--- config.mk ---
export PLATFORM = sky130hd
export DESIGN_NAME = auto_reload_timer_peripheral
export DESIGN_NICKNAME = d
export VERILOG_FILES = /design/src/rtl/core/art_pkg.sv /design/src/rtl/core/auto_reload_timer_peripheral.sv /design/src/rtl/core/art_timer.sv
export SDC_FILE = /design/constraint.sdc
export NUM_CORES = 1
export LEC_CHECK = 0
export ABC_AREA = 1
export BUFFER_PORTS_ARGS = -buffer_cell sky130_fd_sc_hd__buf_2
export CELL_PAD_IN_SITES_DETAIL_PLACEMENT = 1
export CELL_PAD_IN_SITES_GLOBAL_PLACEMENT = 1
export CORE_UTILIZATION = 30
export DETAILED_ROUTE_END_ITERATION = 8
export HOLD_SLACK_MARGIN = 0.05
export PLACE_DENSITY = 0.56
export SYNTH_ARGS = -nofsm -noshare
export SYNTH_HDL_FRONTEND = slang
export SYNTH_HIERARCHICAL = 1
export SYNTH_SLANG_ARGS = --single-unit
export TNS_END_PERCENT = 100
--- constraint.sdc ---
create_clock -name clk -period 6.35 [get_ports clk]
set_input_delay 0 -clock clk [delete_from_list [all_inputs] [get_ports clk]]
set_output_delay 0 -clock clk [all_outputs]
set_load 0.02 [all_outputs]
--- src/rtl/core/art_pkg.sv ---
package art_pkg;

  // Counter width; all ones at this width is the overflow point.
  localparam int CNT_W = 32;

  localparam int DATA_W = 32;
  localparam int IDX_W = 5;
  localparam int FUNC_W = 2;
  localparam int PSC_W = 8;
  localparam int SEL_W = 3;

  // Packed widths of the stream payloads, rounded up to whole bytes.
  localparam int IN_TDATA_W = ((IDX_W + DATA_W + 7) / 8) * 8;
  localparam int OUT_TDATA_W = ((DATA_W + 1 + 7) / 8) * 8;

  typedef logic [CNT_W-1:0] cnt_t;
  typedef logic [FUNC_W-1:0] func_t;
  typedef logic [IDX_W-1:0] idx_t;

  localparam func_t FUNC_TICK = 2'd0;
  localparam func_t FUNC_READ = 2'd1;
  localparam func_t FUNC_WRITE = 2'd2;

  localparam idx_t REG_RAW = 5'd9;
  localparam idx_t REG_STATUS = 5'd10;
  localparam idx_t REG_SET = 5'd11;
  localparam idx_t REG_CLR = 5'd12;
  localparam idx_t REG_CTRL = 5'd14;
  localparam idx_t REG_COUNT = 5'd15;
  localparam idx_t REG_LOAD = 5'd16;
  localparam idx_t REG_TRIGGER = 5'd17;

  // Bit position of the overflow flag in the status and enable registers.
  localparam int OVF_BIT = 1;

  // Control register bit positions.
  localparam int CTRL_START = 0;
  localparam int CTRL_AUTORELOAD = 1;
  localparam int CTRL_SEL_LO = 2;
  localparam int CTRL_PSC_EN = 5;

  typedef struct packed {
    func_t func;
    idx_t reg_index;
    logic [DATA_W-1:0] write_data;
  } item_t;

  typedef struct packed {
    logic [DATA_W-1:0] read_data;
    logic irq_line;
  } result_t;

endpackage

--- src/rtl/core/auto_reload_timer_peripheral.sv ---
// Channel  Dir  Handshake          Payload
// s_*      in   s_tvalid/s_tready  tuser: func; tdata: reg_index, write_data
// m_*      out  m_tvalid/m_tready  tdata: read_data, irq_line
//
// Every item gives exactly one result. An item waits in the input register
// and is resolved against the timer state on its way into the output
// register; one item is taken every cycle unless a stall holds the input.
// The output register frees itself in the cycle it is taken, so a stall only
// holds the input side when both registers are full.
// Reset is synchronous and clears all timer state and both valid flags.
module auto_reload_timer_peripheral (
  input  logic                                clk,
  input  logic                                rst,
  input  logic                                s_tvalid,
  output logic                                s_tready,
  input  logic [art_pkg::IN_TDATA_W-1:0]      s_tdata,   // reg_index, write_data
  input  logic [art_pkg::FUNC_W-1:0]          s_tuser,   // func
  output logic                                m_tvalid,
  input  logic                                m_tready,
  output logic [art_pkg::OUT_TDATA_W-1:0]     m_tdata    // read_data, irq_line
);

  logic in_valid;
  art_pkg::item_t in_item;
  art_pkg::result_t res;
  art_pkg::result_t out_res;
  logic adv;
  logic fire;

  assign adv = !m_tvalid || m_tready;
  assign fire = in_valid && adv;
  assign s_tready = !in_valid || adv;

  always_ff @(posedge clk) begin
    if (rst) begin
      in_valid <= 1'b0;
    end else if (s_tready) begin
      in_valid <= s_tvalid;
    end
  end

  always_ff @(posedge clk) begin
    if (s_tready && s_tvalid) begin
      in_item.func <= s_tuser;
      in_item.reg_index <= s_tdata[art_pkg::IDX_W-1:0];
      in_item.write_data <= s_tdata[art_pkg::IDX_W +: art_pkg::DATA_W];
    end
  end

  art_timer u_timer (
    .clk    (clk),
    .rst    (rst),
    .en     (fire),
    .item   (in_item),
    .result (res)
  );

  always_ff @(posedge clk) begin
    if (rst) begin
      m_tvalid <= 1'b0;
    end else if (adv) begin
      m_tvalid <= in_valid;
    end
  end

  always_ff @(posedge clk) begin
    if (fire) begin
      out_res <= res;
    end
  end

  always_comb begin
    m_tdata = '0;
    m_tdata[art_pkg::DATA_W-1:0] = out_res.read_data;
    m_tdata[art_pkg::DATA_W] = out_res.irq_line;
  end

endmodule

--- src/rtl/core/art_timer.sv ---
module art_timer (
  input  logic             clk,
  input  logic             rst,
  input  logic             en,
  input  art_pkg::item_t   item,
  output art_pkg::result_t result
);

  art_pkg::cnt_t count_value;
  art_pkg::cnt_t count_value_next;
  art_pkg::cnt_t reload_value;
  art_pkg::cnt_t reload_value_next;
  logic run_enable;
  logic run_enable_next;
  logic autoreload_enable;
  logic autoreload_enable_next;
  logic [art_pkg::SEL_W-1:0] prescale_select;
  logic [art_pkg::SEL_W-1:0] prescale_select_next;
  logic prescale_enable;
  logic prescale_enable_next;
  logic [art_pkg::PSC_W-1:0] prescale_count;
  logic [art_pkg::PSC_W-1:0] prescale_count_next;
  logic overflow_raw;
  logic overflow_raw_next;
  logic overflow_irq_enable;
  logic overflow_irq_enable_next;

  logic [art_pkg::PSC_W:0] psc_inc;
  logic [art_pkg::PSC_W:0] psc_div;
  logic step;
  logic [art_pkg::DATA_W-1:0] read_value;
  logic is_tick;
  logic wr_ovf;

  localparam art_pkg::cnt_t CNT_MAX = {art_pkg::CNT_W{1'b1}};

  assign is_tick = (item.func == art_pkg::FUNC_TICK);
  assign wr_ovf = item.write_data[art_pkg::OVF_BIT];
  assign psc_inc = {1'b0, prescale_count} + 1'b1;
  assign psc_div = (art_pkg::PSC_W + 1)'(1) << ({1'b0, prescale_select} + 4'd1);

  always_comb begin
    count_value_next = count_value;
    reload_value_next = reload_value;
    run_enable_next = run_enable;
    autoreload_enable_next = autoreload_enable;
    prescale_select_next = prescale_select;
    prescale_enable_next = prescale_enable;
    prescale_count_next = prescale_count;
    overflow_raw_next = overflow_raw;
    overflow_irq_enable_next = overflow_irq_enable;
    step = 1'b0;

    if (is_tick && run_enable) begin
      if (prescale_enable) begin
        if (psc_inc >= psc_div) begin
          prescale_count_next = '0;
          step = 1'b1;
        end else begin
          prescale_count_next = psc_inc[art_pkg::PSC_W-1:0];
        end
      end else begin
        prescale_count_next = '0;
        step = 1'b1;
      end
    end

    if (step) begin
      if (count_value == CNT_MAX) begin
        count_value_next = reload_value;
        overflow_raw_next = 1'b1;
        if (!autoreload_enable) begin
          run_enable_next = 1'b0;
        end
      end else begin
        count_value_next = count_value + 1'b1;
      end
    end

    if (item.func == art_pkg::FUNC_WRITE) begin
      unique case (item.reg_index)
        art_pkg::REG_RAW: begin
          if (wr_ovf) overflow_raw_next = 1'b1;
        end
        art_pkg::REG_STATUS: begin
          if (wr_ovf) overflow_raw_next = 1'b0;
        end
        art_pkg::REG_SET: begin
          if (wr_ovf) overflow_irq_enable_next = 1'b1;
        end
        art_pkg::REG_CLR: begin
          if (wr_ovf) overflow_irq_enable_next = 1'b0;
        end
        art_pkg::REG_CTRL: begin
          run_enable_next = item.write_data[art_pkg::CTRL_START];
          autoreload_enable_next = item.write_data[art_pkg::CTRL_AUTORELOAD];
          prescale_select_next =
            item.write_data[art_pkg::CTRL_SEL_LO +: art_pkg::SEL_W];
          prescale_enable_next = item.write_data[art_pkg::CTRL_PSC_EN];
          if (!item.write_data[art_pkg::CTRL_PSC_EN]) prescale_count_next = '0;
        end
        art_pkg::REG_COUNT: begin
          count_value_next = item.write_data[art_pkg::CNT_W-1:0];
          prescale_count_next = '0;
        end
        art_pkg::REG_LOAD: begin
          reload_value_next = item.write_data[art_pkg::CNT_W-1:0];
        end
        art_pkg::REG_TRIGGER: begin
          count_value_next = reload_value;
          prescale_count_next = '0;
        end
        default: begin
        end
      endcase
    end
  end

  always_comb begin
    read_value = '0;
    if (item.func == art_pkg::FUNC_READ) begin
      unique case (item.reg_index)
        art_pkg::REG_RAW: read_value[art_pkg::OVF_BIT] = overflow_raw;
        art_pkg::REG_STATUS:
          read_value[art_pkg::OVF_BIT] = overflow_raw & overflow_irq_enable;
        art_pkg::REG_SET, art_pkg::REG_CLR:
          read_value[art_pkg::OVF_BIT] = overflow_irq_enable;
        art_pkg::REG_CTRL: begin
          read_value[art_pkg::CTRL_START] = run_enable;
          read_value[art_pkg::CTRL_AUTORELOAD] = autoreload_enable;
          read_value[art_pkg::CTRL_SEL_LO +: art_pkg::SEL_W] = prescale_select;
          read_value[art_pkg::CTRL_PSC_EN] = prescale_enable;
        end
        art_pkg::REG_COUNT: read_value = art_pkg::DATA_W'(count_value);
        art_pkg::REG_LOAD: read_value = art_pkg::DATA_W'(reload_value);
        default: read_value = '0;
      endcase
    end
  end

  // The interrupt level reflects the state as it stands after this item.
  assign result.read_data = read_value;
  assign result.irq_line = overflow_raw_next & overflow_irq_enable_next;

  always_ff @(posedge clk) begin
    if (rst) begin
      count_value <= '0;
      reload_value <= '0;
      run_enable <= 1'b0;
      autoreload_enable <= 1'b0;
      prescale_select <= '0;
      prescale_enable <= 1'b0;
      prescale_count <= '0;
      overflow_raw <= 1'b0;
      overflow_irq_enable <= 1'b0;
    end else if (en) begin
      count_value <= count_value_next;
      reload_value <= reload_value_next;
      run_enable <= run_enable_next;
      autoreload_enable <= autoreload_enable_next;
      prescale_select <= prescale_select_next;
      prescale_enable <= prescale_enable_next;
      prescale_count <= prescale_count_next;
      overflow_raw <= overflow_raw_next;
      overflow_irq_enable <= overflow_irq_enable_next;
    end
  end

  a_psc_idle_zero: assert property (@(posedge clk) disable iff (rst)
    !prescale_enable |-> prescale_count == '0)
    else $error("prescale count nonzero while prescaler is off");

  a_stopped_holds: assert property (@(posedge clk) disable iff (rst)
    (en && is_tick && !run_enable) |=> count_value == $past(count_value))
    else $error("counter moved on a tick while stopped");

  a_wrap_reload: assert property (@(posedge clk) disable iff (rst)
    (en && is_tick && run_enable && !prescale_enable && count_value == CNT_MAX)
    |=> (overflow_raw && count_value == $past(reload_value)))
    else $error("wrap did not reload and flag overflow");

endmodule

---- Word-level counts from Yosys, hierarchy flattened ----
Index checks and enable logic that the tools add are counted.
word-level totals
  register bits ........................... 154
  input port bits ......................... 46
  output and inout port bits .............. 42
  logic and storage cells ................. 78
operators by class
  add/sub/neg operators ................... 3
  magnitude comparators ................... 1
  equal/unequal tests ..................... 11
  shift operators ......................... 1
  mux-type cells .......................... 32
  bitwise operators ....................... 2
  reductions and logical operators ........ 12
operators with widths
  cell                   count
  $mux 32                3
  $pmux 32 s2            1
  $pmux 26 s2            1
  $mux 8                 5
  $add 32x1->32 const B  1
  $eq 32x32->1 const B   1
  $eq 5x4->1 const B     6
  $mux 1                 16
  $pmux 8 s2             1
  $pmux 4 s3             1
  $eq 5x5->1 const B     2
  $add 8x1->9 const B    1
  $ge 9x9->1             1
  $shl 1x4->9 const A    1
  $pmux 1 s6             1
  $reduce_and 3->1       2
  $add 3x1->4 const B    1
  $pmux 1 s2             2
  $reduce_or 2->1        2
  $logic_and 1x1->1      3
  $pmux 1 s3             1
  $and 1x1->1            2
  $eq 2x1->1 const B     1
  $eq 2x2->1 const B     1
  3 further kinds        5

---- Depth between registers and ports, before layout ----
  depth after elaboration ................. 11
  gate-level depth with buffers ........... 18
  mapped depth without buffers ............ 17

---- By module ----
The synthesis kept the hierarchy.
modules (own cells, without submodules)
  module                        times used  cells each  area each (sq um)  sequential area each (sq um)
  art_timer                     1           994         6095.8             1601.5
  auto_reload_timer_peripheral  1           92          2309.7             2202.1

---- Least setup slack after synthesis ----
OpenSTA, ideal clock, no wires.
  path type ............................... reg2reg
  from .................................... register m_tvalid
  to ...................................... register u_timer.reload_value[10]
  setup time .............................. 0.070 ns
  data arrival time ....................... 3.566 ns
  data required time ...................... 6.280 ns
  path slack .............................. 2.715 ns
  cell stages (with the launch flop) ...... 11
  buffers on the path ..................... 3
  clock period less this slack ............ 3.635 ns
  cell sequence ........................... dfxtp_1 -> a21oi_1 -> clkbuf_8 -> inv_2 -> nor2_2 -> inv_1 -> nor2_1 -> buf_2 -> buf_2 -> o21ai_0 -> a21oi_1
on the way
  longest elaborated chain between the ends .. 4
RTL lines
  item                        RTL line                            source
  from (decl)                 auto_reload_timer_peripheral.sv:18  output logic m_tvalid,
  from (signal assigned)      auto_reload_timer_peripheral.sv:62  m_tvalid <= in_valid;
  $logic_not 1->1             auto_reload_timer_peripheral.sv:30  assign adv = !m_tvalid || m_tready;
  $logic_or 1x1->1            auto_reload_timer_peripheral.sv:30
  $logic_and 1x1->1           auto_reload_timer_peripheral.sv:31  assign fire = in_valid && adv;
  net fire                    auto_reload_timer_peripheral.sv:28  logic fire;
  $reduce_and 3->1 (no line)  --
  to (signal assigned)        art_timer.sv:158                    reload_value <= reload_value_next;
  to (decl)                   art_timer.sv:11                     art_pkg::cnt_t reload_value;
The timed path passes the listed nets, and every way through them passes these cells.
A chain may end at the register's enable or synchronous reset.

---- Worst setup path in the final report ----
  from .................................... register u_timer/prescale_count[0] (netlist bit)
  to ...................................... register u_timer.count_value[5]
on the way
  longest elaborated chain between the ends .. 8
RTL lines
  item                    RTL line          source
  from (decl)             art_timer.sv:21   logic [art_pkg::PSC_W-1:0] prescale_count;
  from (signal assigned)  art_timer.sv:163  prescale_count <= prescale_count_next;
  $add 8x1->9 *           art_timer.sv:39   assign psc_inc = {1'b0, prescale_count} + 1'b1;
  $ge 9x9->1 *            art_timer.sv:56   if (psc_inc >= psc_div) begin
  $mux 1 *                art_timer.sv:56
  $mux 1 *                art_timer.sv:55   if (prescale_enable) begin
  $mux 1 *                art_timer.sv:54   if (is_tick && run_enable) begin
  $mux 32 *               art_timer.sv:68   if (step) begin
  $pmux 32 s2             art_timer.sv:81   unique case (item.reg_index)
  $mux 32 *               art_timer.sv:80   if (item.func == art_pkg::FUNC_WRITE) begin
  to (signal assigned)    art_timer.sv:157  count_value <= count_value_next;
  to (decl)               art_timer.sv:9    art_pkg::cnt_t count_value;
Mark *: on every way between the ends. The rest lies on a longest branch, timed or not.

==> impl_metrics.json <==
{
  "status": "completed",
  "end_kind": "flop",
  "fin_tns_setup_ns": 0,
  "viasPerCell": 4.89,
  "synthXorXnorAreaFrac_pct": 1.77,
  "ys_seq_elements": 154,
  "critical_path_buf_inv_count": 2,
  "synth_fa_ha_area_share_pct": 1.64,
  "ctsHoldBuffers": 42,
  "cp_cell_sequence": "ha_1 > nand3_1 > nor2_1 > nand2_1 > xor2_1 > inv_1 > ha_1 > nand2_1 > nor2_1 > nand3_1 > nand3_1 > nand2_1 > inv_2 > nand2_1 > a21oi_1 > nand2_1 > a21oi_1",
  "drc": 0,
  "drt-wirelength-per-cell_um": 17.9,
  "dieArea_um2": 28700,
  "maxCapViolCount": 0,
  "antenna_found_initial": 0,
  "synth_edf_count": 72,
  "drive_gt1_share_pct": 13.4,
  "diodes": 0,
  "cts_buffer_depth": 2,
  "critPathLaunchType": "flop",
  "setup_viol": 0,
  "core_area_um2": 27300,
  "synthSimpleGateAreaFrac_pct": 23.5,
  "hold_viol": 0,
  "routed-via-count": 7676,
  "fin_ws_ns": 2.59,
  "synth-main-ff-cell": "dfxtp_1",
  "worstPathArrival_ns": 4.12,
  "rows": 60,
  "synth_top_area_share_pct": 25.7,
  "htree_num_levels": 4,
  "cp_max_fo": 25,
  "worstMarginPinSlew_ns": 1.12,
  "slowest_delay_ns": 0.71,
  "period_minus_slack_ns": 3.76,
  "drtIter0Drc": 377,
  "synth.most_common_cell": "nand2_1",
  "ys_types": 44,
  "grt_usage_pct": 20.6,
  "cp_slowest_cell": "inv_2",
  "synthTopCellsByCount": "nand2_1, a21oi_1, inv_1, dfxtp_1, nor2_1",
  "first_pass_iters": 5,
  "postRouteAntennaNets": 0,
  "tritoncts": "done",
  "peakVddDrop_mv": 0.175,
  "die_h_um": 169,
  "cts_made_buffers": 17,
  "fin_crit_sh_pct": 59.2,
  "synthCells": 1086,
  "grt_pass1_wl_um": 45100,
  "ys_async_sr_fraction_pct": 0,
  "initial_core_util_pct": 30.8,
  "maxSlewHeadroom_pct": 25.0,
  "die_w_um": 169,
  "leakagePower_uw": 0.00364,
  "io_pins": 88,
  "hold_class": "input pin to flop",
  "ys_warn_count": 6,
  "drv_slew": 0,
  "postCtsSetupBuffers": 0,
  "muxShareOfSynthArea_pct": 0,
  "pre_cts_ws_ns": 2.62,
  "ys_seq_area_share_pct": 45.3,
  "synth_top_family_by_area": "simple AND/OR/NAND/NOR gates",
  "syn_to_final_growth_pct": 19.5,
  "synth_area_leaders": "edfxtp_1, dfxtp_1, nand2_1",
  "cts_sinks": 154,
  "power_density_nw_per_um2": 222,
  "cts.reportedPaths.clkPinSlew_ns": 0.07,
  "syn_area_um2": 8410,
  "rsz0062_at_grt": "no",
  "wirelength_um": 28100,
  "clock_skew_ns": 0.0107,
  "cpMostUsedCell": "nand2_1",
  "place_hpwl_um": 18500,
  "cp.required_ns": 6.71,
  "gp_congestion": 0.820,
  "yosysTopAreaCell": "edfxtp_1",
  "fmax_mhz": 266,
  "grt_max_degree": 53,
  "syn_avg_cell_area_um2": 7.74,
  "overflow": 0,
  "grt_pass1_vias": 7993,
  "io_buffers": 77,
  "nNetsFinal": 1242,
  "crit_type": "flop to flop",
  "post_cts_resized": 0,
  "path_delay_family": "simple AND/OR/NAND/NOR gates",
  "root_buffer": "clkbuf_16",
  "clk_latency_ns": 0.44,
  "synth_compound_area_share_pct": 18.7
}
-- logic make-up (layout without fill, tap and decap cells) --
family	after synthesis	after routing
and+or+nand+nor	454	454
AOI/OAI and AO/OA	269	269
buffers and inverters	179	285
DFF	154	154
xor gates and xnor gates	17	17
adders and majority gates	11	11
other	2	8
-- placed cells by master (no fill, tap or decap), drive strengths merged --
cell type	instances
a41oi	1
nand2	271
nand4	15
o31ai	3
and2	1
a32oi	1
o21ai	68
conb	8
nand3b	5
nand3	63
buf	84
clkbuf	17
inv	131
o221ai	1
dfxtp	82
clkinv	8
o211ai	10
nor2	94
edfxtp	72
bufinv	1
a22oi	31
o22ai	21
o21bai	1
nor3	5
xor2	17
clkinvlp	2
a21oi	122
ha	11
a22o	10
dlygate4sd3	42
-- registers in the layout, summed over array words and instances, names as in the netlist --
| signal | count |
|---|---|
| in_item | 39 |
| m_tdata | 33 |
| u_timer/count_value | 32 |
| u_timer/reload_value | 32 |
| u_timer/prescale_count | 8 |
| u_timer/prescale_select | 3 |
| in_valid | 1 |
| m_tvalid | 1 |
| u_timer/autoreload_enable | 1 |
| u_timer/overflow_irq_enable | 1 |
| u_timer/overflow_raw | 1 |
| u_timer/prescale_enable | 1 |
| u_timer/run_enable | 1 |
-- where the power goes --
| part | switching (µW) | internal (µW) | total (µW) |
|---|---|---|---|
| sequential | 12.5 | 1060 | 1080 |
| clock | 468 | 548 | 1020 |
| combinational | 90.1 | 42.4 | 133 |
-- worst register-to-register path: stages, from the launching register on --
cell     delay, ns
dfxtp_1       0.40
ha_1          0.21
nand3_1       0.13
nor2_1        0.15
nand2_1       0.10
xor2_1        0.18
inv_1         0.06
ha_1          0.29
nand2_1       0.05
nor2_1        0.13
nand3_1       0.11
nand3_1       0.14
nand2_1       0.53
inv_2         0.72
nand2_1       0.11
a21oi_1       0.17
nand2_1       0.08
a21oi_1       0.12
-- layout make-up --
type / instances / area [µm²]
clock buffers: 17 / 425
clock inverters: 15 / 141
fillers: 3370 / 17200
inverters: 127 / 479
multi-input cells: 759 / 3870
flip-flops and latches: 154 / 3800
well taps: 372 / 465
repair buffers: 126 / 858
-- layer usage --
layer,wire length (µm),track usage [%],vias up
li1,-,-,3835
met1,14400,28.5,3729
met2,12800,33.6,91
met3,640,2.82,21
met4,320,5.33,0
met5,0,0,-
-- worst paths after layout --
| kind | startpoint | end | slack, ns | cells past startpoint |
|---|---|---|---|---|
| setup / recovery | u_timer/prescale_count[0] | u_timer/count_value[5] | 2.59 | 17 |
| setup reg to reg | u_timer/prescale_count[0] | u_timer/count_value[5] | 2.59 | 17 |
| hold reg to reg | in_item[26] | u_timer/reload_value[26] | 0.50 | 2 |
| hold / removal | rst | u_timer/prescale_count[4] | 0.17 | 3 |
-- metrics by stage --
step	cells	hold slack (ns)	util [%]	cell area, µm²	power [µW]
finish	1570	0.169	36.9	10000	2230
global route	1570	0.202	36.9	10000	2310
CTS	1570	0.161	36.9	10000	2260
detailed placement	1496	0.178	33.2	9060	1210
global placement	1496	0.176	33.2	9060	1210
floorplan	1092	0.0624	-	8430	1160
No activity file was read; power rests on OpenSTA's default activity.
